--- src/design/bq_pkg.sv ---
// ----------------------------------------------------------------------------
// Biquad filter package
// Shared widths, fixed-point constants, register indexes and types for the
// transposed direct form II biquad section.
// ----------------------------------------------------------------------------
`default_nettype none

package bq_pkg;

   localparam int SAMPLE_BITS    = 24;
   localparam int COEF_FRAC_BITS = 27;
   localparam int STATE_BITS     = 48;

   localparam int COEF_BITS   = 32;
   localparam int NUM_COEFS   = 5;
   localparam int ADDR_BITS   = 5;
   localparam int INDEX_BITS  = 3;
   localparam int DATA_BITS   = 32;

   localparam int SAMPLE_FRAC = SAMPLE_BITS - 1;
   localparam int STATE_FRAC  = STATE_BITS - 8;
   localparam int PROD_FRAC   = SAMPLE_FRAC + COEF_FRAC_BITS;

   localparam int PROD_BITS   = COEF_BITS + 1 + SAMPLE_BITS;
   localparam int PROD_SHIFT  = PROD_FRAC - STATE_FRAC;
   localparam int TERM_BITS   = PROD_BITS - PROD_SHIFT;
   localparam int ACC_BITS    = ((TERM_BITS > STATE_BITS) ? TERM_BITS : STATE_BITS) + 2;
   localparam int Y_SHIFT     = STATE_FRAC - SAMPLE_FRAC;
   localparam int YW_BITS     = STATE_BITS - Y_SHIFT;

   localparam logic [INDEX_BITS-1:0] REG_B0 = INDEX_BITS'(0);
   localparam logic [INDEX_BITS-1:0] REG_B1 = INDEX_BITS'(1);
   localparam logic [INDEX_BITS-1:0] REG_B2 = INDEX_BITS'(2);
   localparam logic [INDEX_BITS-1:0] REG_A1 = INDEX_BITS'(3);
   localparam logic [INDEX_BITS-1:0] REG_A2 = INDEX_BITS'(4);

   localparam logic [COEF_BITS-1:0] COEF_ONE = COEF_BITS'(1) << COEF_FRAC_BITS;

   localparam logic [STATE_BITS-1:0] STATE_MAX = {1'b0, {(STATE_BITS-1){1'b1}}};
   localparam logic [STATE_BITS-1:0] STATE_MIN = {1'b1, {(STATE_BITS-1){1'b0}}};
   localparam logic [SAMPLE_BITS-1:0] SAMPLE_MAX = {1'b0, {(SAMPLE_BITS-1){1'b1}}};
   localparam logic [SAMPLE_BITS-1:0] SAMPLE_MIN = {1'b1, {(SAMPLE_BITS-1){1'b0}}};

   typedef logic signed [COEF_BITS-1:0] coef_type;
   typedef coef_type [NUM_COEFS-1:0] coef_array_type;

   typedef enum logic [2:0] {
      ST_IDLE,
      ST_MUL_B0,
      ST_ACC_Y,
      ST_SAT_Y,
      ST_N1_D2,
      ST_N1_A1,
      ST_N1_DONE,
      ST_N2_DONE
   } state_type;

endpackage

`default_nettype wire

--- src/design/bq_csr.sv ---
// ----------------------------------------------------------------------------
// Biquad coefficient registers
// APB-style register file holding the five Q5.27 filter coefficients.
// ----------------------------------------------------------------------------
`default_nettype none

module bq_csr
   import bq_pkg::*;
(
   input  wire logic                 clock,
   input  wire logic                 reset,
   input  wire logic                 csr_psel,
   input  wire logic                 csr_penable,
   input  wire logic                 csr_pwrite,
   input  wire logic [ADDR_BITS-1:0] csr_paddr,
   input  wire logic [DATA_BITS-1:0] csr_pwdata,
   output logic      [DATA_BITS-1:0] csr_prdata,
   output logic                      csr_pready,
   output coef_array_type            coefs
);

   coef_array_type          coef_ff;
   coef_array_type          coef_in;
   logic [INDEX_BITS-1:0]   index;
   logic                    index_ok;
   logic                    write_en;

   assign index      = csr_paddr[ADDR_BITS-1:2];
   assign index_ok   = index < INDEX_BITS'(NUM_COEFS);
   assign csr_pready = 1'b1;
   assign write_en   = csr_psel && csr_penable && csr_pwrite && csr_pready;
   assign coefs      = coef_ff;

   always_comb begin
      coef_in = coef_ff;
      if (write_en && index_ok) begin
         coef_in[index] = csr_pwdata[COEF_BITS-1:0];
      end
      csr_prdata = index_ok ? DATA_BITS'(coef_ff[index]) : '0;
   end

   always_ff @(posedge clock) begin
      if (reset) begin
         coef_ff <= {{((NUM_COEFS - 1) * COEF_BITS){1'b0}}, COEF_ONE};
      end else begin
         coef_ff <= coef_in;
      end
   end

endmodule

`default_nettype wire

--- src/design/biquad_iir_filter_df2t.sv ---
// Accepted samples pass MUL_B0, ACC_Y, SAT_Y, N1_D2, N1_A1, N1_DONE and N2_DONE,
// stalling until the output register is free; idle alone takes samples. The five
// products share one 33 x 24 multiplier and one accumulator under a sequencer.
// A finished result waits in an output register while the next sample starts.
// Reset zeroes both delay states, sets b0 to 1.0 and the other coefficients to 0.
// ----------------------------------------------------------------------------
// Biquad IIR filter, transposed direct form II
// Fixed-point second-order section with saturating 48-bit state words.
// ----------------------------------------------------------------------------
`default_nettype none

module biquad_iir_filter_df2t
   import bq_pkg::*;
(
   input  wire logic                          clock,
   input  wire logic                          reset,
   input  wire logic                          req_valid,
   output logic                               req_ready,
   input  wire logic signed [SAMPLE_BITS-1:0] req_sample_in,
   input  wire logic                          req_clear_state,
   output logic                               rsp_valid,
   input  wire logic                          rsp_ready,
   output logic signed      [SAMPLE_BITS-1:0] rsp_sample_out,
   output logic                               rsp_clipped,
   input  wire logic                          csr_psel,
   input  wire logic                          csr_penable,
   input  wire logic                          csr_pwrite,
   input  wire logic        [ADDR_BITS-1:0]   csr_paddr,
   input  wire logic        [DATA_BITS-1:0]   csr_pwdata,
   output logic             [DATA_BITS-1:0]   csr_prdata,
   output logic                               csr_pready
);

   coef_array_type coefs;

   state_type state_ff, state_in;

   logic signed [STATE_BITS-1:0]  delay_one_ff, delay_one_in;
   logic signed [STATE_BITS-1:0]  delay_two_ff, delay_two_in;
   logic                          rsp_valid_ff, rsp_valid_in;
   logic signed [SAMPLE_BITS-1:0] x_ff, x_in;
   logic signed [SAMPLE_BITS-1:0] y_ff, y_in;
   logic signed [ACC_BITS-1:0]    acc_ff, acc_in;
   logic signed [PROD_BITS-1:0]   prod_ff, prod_in;
   logic                          clip_ff, clip_in;
   logic signed [SAMPLE_BITS-1:0] rsp_sample_out_ff, rsp_sample_out_in;
   logic                          rsp_clipped_ff, rsp_clipped_in;

   logic                          prod_en;
   logic signed [COEF_BITS:0]     mul_coef;
   logic signed [SAMPLE_BITS-1:0] mul_data;
   logic signed [TERM_BITS-1:0]   term;
   logic signed [ACC_BITS-1:0]    addend;
   logic signed [ACC_BITS-1:0]    sum;
   logic [ACC_BITS-STATE_BITS:0]  sum_top;
   logic                          sum_ovf;
   logic signed [STATE_BITS-1:0]  sum_sat;
   logic signed [YW_BITS-1:0]     y_wide;
   logic [YW_BITS-SAMPLE_BITS:0]  y_top;
   logic                          y_ovf;
   logic signed [SAMPLE_BITS-1:0] y_sat;
   logic                          out_free;

   bq_csr u_csr (
      .clock       (clock),
      .reset       (reset),
      .csr_psel    (csr_psel),
      .csr_penable (csr_penable),
      .csr_pwrite  (csr_pwrite),
      .csr_paddr   (csr_paddr),
      .csr_pwdata  (csr_pwdata),
      .csr_prdata  (csr_prdata),
      .csr_pready  (csr_pready),
      .coefs       (coefs)
   );

   assign req_ready      = (state_ff == ST_IDLE);
   assign rsp_valid      = rsp_valid_ff;
   assign rsp_sample_out = rsp_sample_out_ff;
   assign rsp_clipped    = rsp_clipped_ff;
   assign out_free       = !rsp_valid_ff || rsp_ready;

   assign prod_in = mul_coef * mul_data;
   assign term    = prod_ff[PROD_BITS-1:PROD_SHIFT];
   assign sum     = ACC_BITS'(term) + addend;
   assign sum_top = sum[ACC_BITS-1:STATE_BITS-1];
   assign sum_ovf = !((&sum_top) || !(|sum_top));
   assign sum_sat = sum_ovf ? (sum[ACC_BITS-1] ? STATE_MIN : STATE_MAX)
                            : sum[STATE_BITS-1:0];

   assign y_wide = acc_ff[STATE_BITS-1:Y_SHIFT];
   assign y_top  = y_wide[YW_BITS-1:SAMPLE_BITS-1];
   assign y_ovf  = !((&y_top) || !(|y_top));
   assign y_sat  = y_ovf ? (y_wide[YW_BITS-1] ? SAMPLE_MIN : SAMPLE_MAX)
                         : y_wide[SAMPLE_BITS-1:0];

   always_comb begin
      state_in          = state_ff;
      delay_one_in      = delay_one_ff;
      delay_two_in      = delay_two_ff;
      rsp_valid_in      = rsp_valid_ff && !rsp_ready;
      x_in              = x_ff;
      y_in              = y_ff;
      acc_in            = acc_ff;
      clip_in           = clip_ff;
      rsp_sample_out_in = rsp_sample_out_ff;
      rsp_clipped_in    = rsp_clipped_ff;
      prod_en           = 1'b0;
      mul_coef          = '0;
      mul_data          = '0;
      addend            = '0;
      unique case (state_ff)
         ST_IDLE: begin
            if (req_valid) begin
               x_in     = req_sample_in;
               clip_in  = 1'b0;
               state_in = ST_MUL_B0;
               if (req_clear_state) begin
                  delay_one_in = '0;
                  delay_two_in = '0;
               end
            end
         end
         ST_MUL_B0: begin
            prod_en  = 1'b1;
            mul_coef = {coefs[REG_B0][COEF_BITS-1], coefs[REG_B0]};
            mul_data = x_ff;
            state_in = ST_ACC_Y;
         end
         ST_ACC_Y: begin
            addend   = ACC_BITS'(delay_one_ff);
            acc_in   = ACC_BITS'(sum_sat);
            clip_in  = clip_ff || sum_ovf;
            state_in = ST_SAT_Y;
         end
         ST_SAT_Y: begin
            y_in     = y_sat;
            clip_in  = clip_ff || y_ovf;
            prod_en  = 1'b1;
            mul_coef = {coefs[REG_B1][COEF_BITS-1], coefs[REG_B1]};
            mul_data = x_ff;
            state_in = ST_N1_D2;
         end
         ST_N1_D2: begin
            addend   = ACC_BITS'(delay_two_ff);
            acc_in   = sum;
            prod_en  = 1'b1;
            mul_coef = -{coefs[REG_A1][COEF_BITS-1], coefs[REG_A1]};
            mul_data = y_ff;
            state_in = ST_N1_A1;
         end
         ST_N1_A1: begin
            addend       = acc_ff;
            delay_one_in = sum_sat;
            clip_in      = clip_ff || sum_ovf;
            prod_en      = 1'b1;
            mul_coef     = {coefs[REG_B2][COEF_BITS-1], coefs[REG_B2]};
            mul_data     = x_ff;
            state_in     = ST_N1_DONE;
         end
         ST_N1_DONE: begin
            acc_in   = sum;
            prod_en  = 1'b1;
            mul_coef = -{coefs[REG_A2][COEF_BITS-1], coefs[REG_A2]};
            mul_data = y_ff;
            state_in = ST_N2_DONE;
         end
         ST_N2_DONE: begin
            addend = acc_ff;
            if (out_free) begin
               delay_two_in      = sum_sat;
               rsp_valid_in      = 1'b1;
               rsp_sample_out_in = y_ff;
               rsp_clipped_in    = clip_ff || sum_ovf;
               state_in          = ST_IDLE;
            end
         end
         default: begin
            state_in = ST_IDLE;
         end
      endcase
   end

   always_ff @(posedge clock) begin
      if (reset) begin
         state_ff     <= ST_IDLE;
         delay_one_ff <= '0;
         delay_two_ff <= '0;
         rsp_valid_ff <= 1'b0;
      end else begin
         state_ff     <= state_in;
         delay_one_ff <= delay_one_in;
         delay_two_ff <= delay_two_in;
         rsp_valid_ff <= rsp_valid_in;
      end
   end

   always_ff @(posedge clock) begin
      x_ff              <= x_in;
      y_ff              <= y_in;
      acc_ff            <= acc_in;
      clip_ff           <= clip_in;
      rsp_sample_out_ff <= rsp_sample_out_in;
      rsp_clipped_ff    <= rsp_clipped_in;
      if (prod_en) begin
         prod_ff <= prod_in;
      end
   end

endmodule

`default_nettype wire
--- config.mk ---
export PLATFORM = sky130hd
export DESIGN_NAME = biquad_iir_filter_df2t
export DESIGN_NICKNAME = d
export VERILOG_FILES = /design/src/design/bq_pkg.sv /design/src/design/bq_csr.sv /design/src/design/biquad_iir_filter_df2t.sv
export SDC_FILE = /design/constraint.sdc
export NUM_CORES = 2
export LEC_CHECK = 0
export ABC_AREA = 1
export BUFFER_PORTS_ARGS = -buffer_cell sky130_fd_sc_hd__clkbuf_2
export CAP_MARGIN = 30
export CORE_ASPECT_RATIO = 1.2
export CORE_UTILIZATION = 28
export CTS_BUF_LIST = sky130_fd_sc_hd__clkbuf_4 sky130_fd_sc_hd__clkbuf_8
export DETAILED_ROUTE_END_ITERATION = 8
export PLACE_DENSITY = 0.41
export SYNTH_ARGS = -nofsm -noshare
export SYNTH_HDL_FRONTEND = slang
export SYNTH_SLANG_ARGS = --single-unit
--- constraint.sdc ---
create_clock -name clock -period 8.5 [get_ports clock]
set_input_delay 1.7 -clock clock [delete_from_list [all_inputs] [get_ports clock]]
set_output_delay 1.7 -clock clock [all_outputs]
set_load 0.01 [all_outputs]
==> results.txt <==
- Status: finished, final reports clean
- Counting every sink on the clock net gives 431.
- Yosys warns: 0
* Sequential fraction of the synthesis area: 19.67%
* CTS clk-pin slew, worst paths: 0.06 ns
- Signed area change from the synthesized netlist to the final layout: 19.59%
- Number of pins with negative max-slew slack in the final report: 0
- Final core area utilization: 33.81%
- Clock tree synthesis selected as its root buffer the cell sky130_fd_sc_hd__clkbuf_8.
* Total of flip-flops plus latches after synthesis: 431
* Number of library cell types mapped by synthesis: 61
* Gr usage total: 21.09%
- Number of design rule violations left after detail routing: 0
- Mean number of vias per cell: 4.677
* CTS HTree Levels: 3
- Placer's final routability congestion estimate: 0.9426
- Wire length of the first global-routing pass: 301.2 mm
- Vias: 45,807
- Post-Syn Instances: 6,871
- Number of antenna violations at the first check in global routing: 1
- The floorplan step set the die height to 476.6 um.
* Internal power component: 4.835 mW
* Final critical-path required period: 8.254 ns
- Summed over all cells, the static leakage comes to 30.93 nW.
- In this run the core area contains 173 standard-cell rows.
- STA classifies the critical path endpoint as a flip-flop.
- Clk network pwr share: 29.6%
- Count of boundary I/O pins: 129
- Netlist area before placement: 0.05256 mm^2
- The floorplan step defined a die boundary enclosing 0.1895 mm^2.
- Port buffering added 125 buffers.
- Maximum achievable frequency: 121.2 MHz
- The initial utilization of the core area, before any placement, comes to 28.27%.
- In the final design database the tool counted 8,348 nets.
* Critical-path top delay cell: sky130_fd_sc_hd__fa_1
- Entering global routing, the biggest net connects 109 pins.
- Worst rel slew slack: 29.99%
- Cts hold-fix bufs: 0
* Switch share: 40.49%
* Layout cells sized above 1: 14.80%
- Max rail drop VDD: 0.0001094 V
- In the final routed layout, each cell accounts on average for 20.55 um.
- At the worst endpoint, the arrival time is 8.85 ns.
* Final Worst Setup Slack: 0.2461 ns
- Data on the critical path is required at its endpoint by 9.10 ns.
* Power per Cell Area: 129.3 mW/mm^2
* Worst Setup Path Type: flip-flop to flip-flop
* Overflow left after global routing: 0
- Number of routed nets with antenna violations: 0
- The detailed router finished its first iteration with 2,714 violations.
* RSZ-0062 raised after global routing: true
* Final count of negative-setup-slack endpoints: 0
- Clock tree from TritonCTS: yes
- Ys async rst share: 0%
- Core region area: 0.1859 mm^2
- Max incr delay on CP: 0.57 ns
- Number of buffers created by CTS: 85
- Power share of the combinational group: 39.5%
- Buffer levels on the longest clock path: 3
- Detailed placement HPWL: 161.8 mm
* Clock Skew: 0.1024 ns
- The first detailed-routing pass took 6 iterations.
- Number of enable-type register cells in the synthesized netlist: 171
* Die X: 397.5 um
* Final period utilization: 97.10%
* Net Count, Synth: 7,944
* Average size of a mapped cell: 7.650 um^2
- Max cap viols: 0
- Via count of the first global-routing pass: 48,295
- Final Hold Fails: 0
- Maximum fanout count along the critical path: 14
* Worst-skew pair later-pin latency: 0.83 ns
- For this run, the leading register cell type out of synthesis is sky130_fd_sc_hd__dfxtp_1.
- Worst Hold Class: flip-flop to flip-flop
- OpenSTA, run right after detailed placement, puts the worst setup slack at -0.2033 ns.
* Portion of total power attributed to sequential cells: 30.8%
- The worst setup path is launched from a flip-flop.
- Hold is met by 0.4168 ns.
- Total net switching power: 3.290 mW
* Final Routed Wirelength: 201.3 mm
- For the pin with the worst max-slew slack, the measured transition is 1.050 ns.
==> sequential cells by signal, summed over array words and instances, names as in the netlist, 3 cells and up <==
name,flops
u_csr.coefs,160
acc_ff,50
delay_one_ff,48
delay_two_ff,48
prod_ff,47
rsp_sample_out,24
x_ff,24
y_ff,24
state_ff,3
==> kinds of logic (layout without fill, tap and decap cells) <==
logic type | Yosys count | after routing | share of synthesized area [%]
simple gates | 2522 | 2523 | 19.47
buf+inv | 1888 | 2358 | 13.80
fa+ha+maj | 1004 | 1004 | 35.41
compound gates | 938 | 939 | 10.19
flops | 431 | 431 | 19.67
xor+xnor | 87 | 87 | 1.450
other cells | 1 | 3 | 0.007134
==> per-stage QoR <==
step	TNS [ns]	std cells	instance area, um^2	total power, mW
4_1_cts	0	9755	61310	8.063
5_1_grt	-0.9161	9794	62860	8.603
3_5_place_dp	-0.4977	9598	59330	5.598
6_report	0	9795	62860	8.125
3_3_place_gp	-0.6358	9593	59240	5.581
2_1_floorplan	0	6871	52560	4.183
==> routing by layer <==
layer	vias to the layer above	global-route usage, %	wire, um
li1	21717	-	-
met5	-	0	0
met3	267	1.980	6911
met2	993	37.78	101500
met4	0	7.064	7711
met1	22830	26.23	85230
==> final cells by class <==
type                       instances  area [um^2]
timing repair buffer             607         5007
sequential                       431        10340
clock buffer                     126         1565
clock inverter                    29        325.3
tap                             2450         3065
inverter                        1595         6005
antenna                            2        5.005
multi-input combinational       4554        36540
timing repair inverter             1        7.507
fill                           19959       123100
==> critical path, delay by kind of cell, from the launching register on <==
family	cells	cell delay (ns)
adder cells (fa/ha/maj)	9	4.14
AND/OR/NAND/NOR	16	2.07
buffers and inverters	11	1.11
flip-flops	1	0.32
AO/OA/AOI/OAI	1	0.25
XOR/XNOR	1	0.18
==> synth_stat cells, types with 4 or more instances <==
cell | n | share of area [%]
sky130_fd_sc_hd__o21a_1 | 9 | 0.13
sky130_fd_sc_hd__nor3_1 | 38 | 0.36
sky130_fd_sc_hd__buf_6 | 7 | 0.15
sky130_fd_sc_hd__a31oi_1 | 29 | 0.35
sky130_fd_sc_hd__o21bai_1 | 26 | 0.37
sky130_fd_sc_hd__dfxtp_1 | 260 | 9.9
sky130_fd_sc_hd__xnor2_1 | 37 | 0.62
sky130_fd_sc_hd__nor2_2 | 4 | 0.048
sky130_fd_sc_hd__o21ai_1 | 39 | 0.37
sky130_fd_sc_hd__nor2_1 | 552 | 3.9
sky130_fd_sc_hd__a22oi_1 | 39 | 0.56
sky130_fd_sc_hd__o2111ai_1 | 19 | 0.32
sky130_fd_sc_hd__clkinv_1 | 4 | 0.029
sky130_fd_sc_hd__inv_1 | 1575 | 11
sky130_fd_sc_hd__inv_2 | 14 | 0.10
sky130_fd_sc_hd__buf_1 | 21 | 0.15
sky130_fd_sc_hd__o221ai_1 | 11 | 0.18
sky130_fd_sc_hd__nand2_1 | 1595 | 11
sky130_fd_sc_hd__a21o_1 | 8 | 0.11
sky130_fd_sc_hd__ha_1 | 198 | 4.7
sky130_fd_sc_hd__nor4_1 | 17 | 0.20
sky130_fd_sc_hd__a221oi_1 | 19 | 0.32
sky130_fd_sc_hd__a21oi_1 | 354 | 3.4
sky130_fd_sc_hd__nand4_1 | 44 | 0.52
sky130_fd_sc_hd__fa_1 | 806 | 31
sky130_fd_sc_hd__buf_4 | 9 | 0.13
sky130_fd_sc_hd__nor3_2 | 7 | 0.13
sky130_fd_sc_hd__nand3b_1 | 6 | 0.086
sky130_fd_sc_hd__buf_2 | 62 | 0.59
sky130_fd_sc_hd__xor2_1 | 50 | 0.83
sky130_fd_sc_hd__edfxtp_1 | 171 | 9.8
sky130_fd_sc_hd__a22o_1 | 6 | 0.10
sky130_fd_sc_hd__o21ai_0 | 290 | 2.8
sky130_fd_sc_hd__nand2_2 | 11 | 0.13
sky130_fd_sc_hd__nand3_1 | 223 | 2.1
sky130_fd_sc_hd__nand3_2 | 11 | 0.21
sky130_fd_sc_hd__clkbuf_1 | 194 | 1.4
sky130_fd_sc_hd__o211ai_1 | 36 | 0.51
sky130_fd_sc_hd__o22ai_1 | 35 | 0.42
==> what timing repair did <==
action,4_1_cts,5_1_grt
pin swaps,4,95
endpoints found under the setup margin,22,37
cloned,1,4
setup buffers,1,33
gates resized for setup,20,292
==> layout by cell type (no fill, tap or decap), types with 26 or more instances in the layout <==
master	n
sky130_fd_sc_hd__nand4_1	44
sky130_fd_sc_hd__xnor2_1	35
sky130_fd_sc_hd__fa_2	26
sky130_fd_sc_hd__a21oi_1	315
sky130_fd_sc_hd__a21oi_2	36
sky130_fd_sc_hd__a22oi_1	39
sky130_fd_sc_hd__nand2_1	1567
sky130_fd_sc_hd__buf_12	51
sky130_fd_sc_hd__clkbuf_4	27
sky130_fd_sc_hd__o21ai_1	51
sky130_fd_sc_hd__inv_2	32
sky130_fd_sc_hd__ha_4	26
sky130_fd_sc_hd__o211ai_1	36
sky130_fd_sc_hd__dfxtp_1	258
sky130_fd_sc_hd__nand2_2	32
sky130_fd_sc_hd__fa_1	780
sky130_fd_sc_hd__clkbuf_8	99
sky130_fd_sc_hd__nor3_1	34
sky130_fd_sc_hd__clkbuf_2	124
sky130_fd_sc_hd__nor2_1	505
sky130_fd_sc_hd__buf_4	412
sky130_fd_sc_hd__xor2_1	48
sky130_fd_sc_hd__edfxtp_1	171
sky130_fd_sc_hd__nor2_2	39
sky130_fd_sc_hd__ha_1	168
sky130_fd_sc_hd__inv_1	1553
sky130_fd_sc_hd__nand3_1	215
sky130_fd_sc_hd__o21ai_0	268
==> power by group through the flow <==
stage	sequential [mW]	clock (mW)	combinational (mW)
global route	2.52	2.56	3.52
finish	2.51	2.41	3.21
floorplan	2.47	0	1.71
CTS	2.51	2.49	3.07
detailed placement	2.55	0	3.05
global placement	2.55	0	3.03
==> final timing paths <==
check / endpoint / startpoint / depth (start not counted) / slack, ns
worst min register to register: rsp_sample_out[19] / y_ff[19] / 0 / 0.42
worst max-delay path: prod_ff[53] / u_csr.coefs[129] / 38 / 0.25
worst min-delay path: rsp_sample_out[19] / y_ff[19] / 0 / 0.42
worst max register to register: prod_ff[53] / u_csr.coefs[129] / 38 / 0.25
No activity file was read; power rests on OpenSTA's default activity.
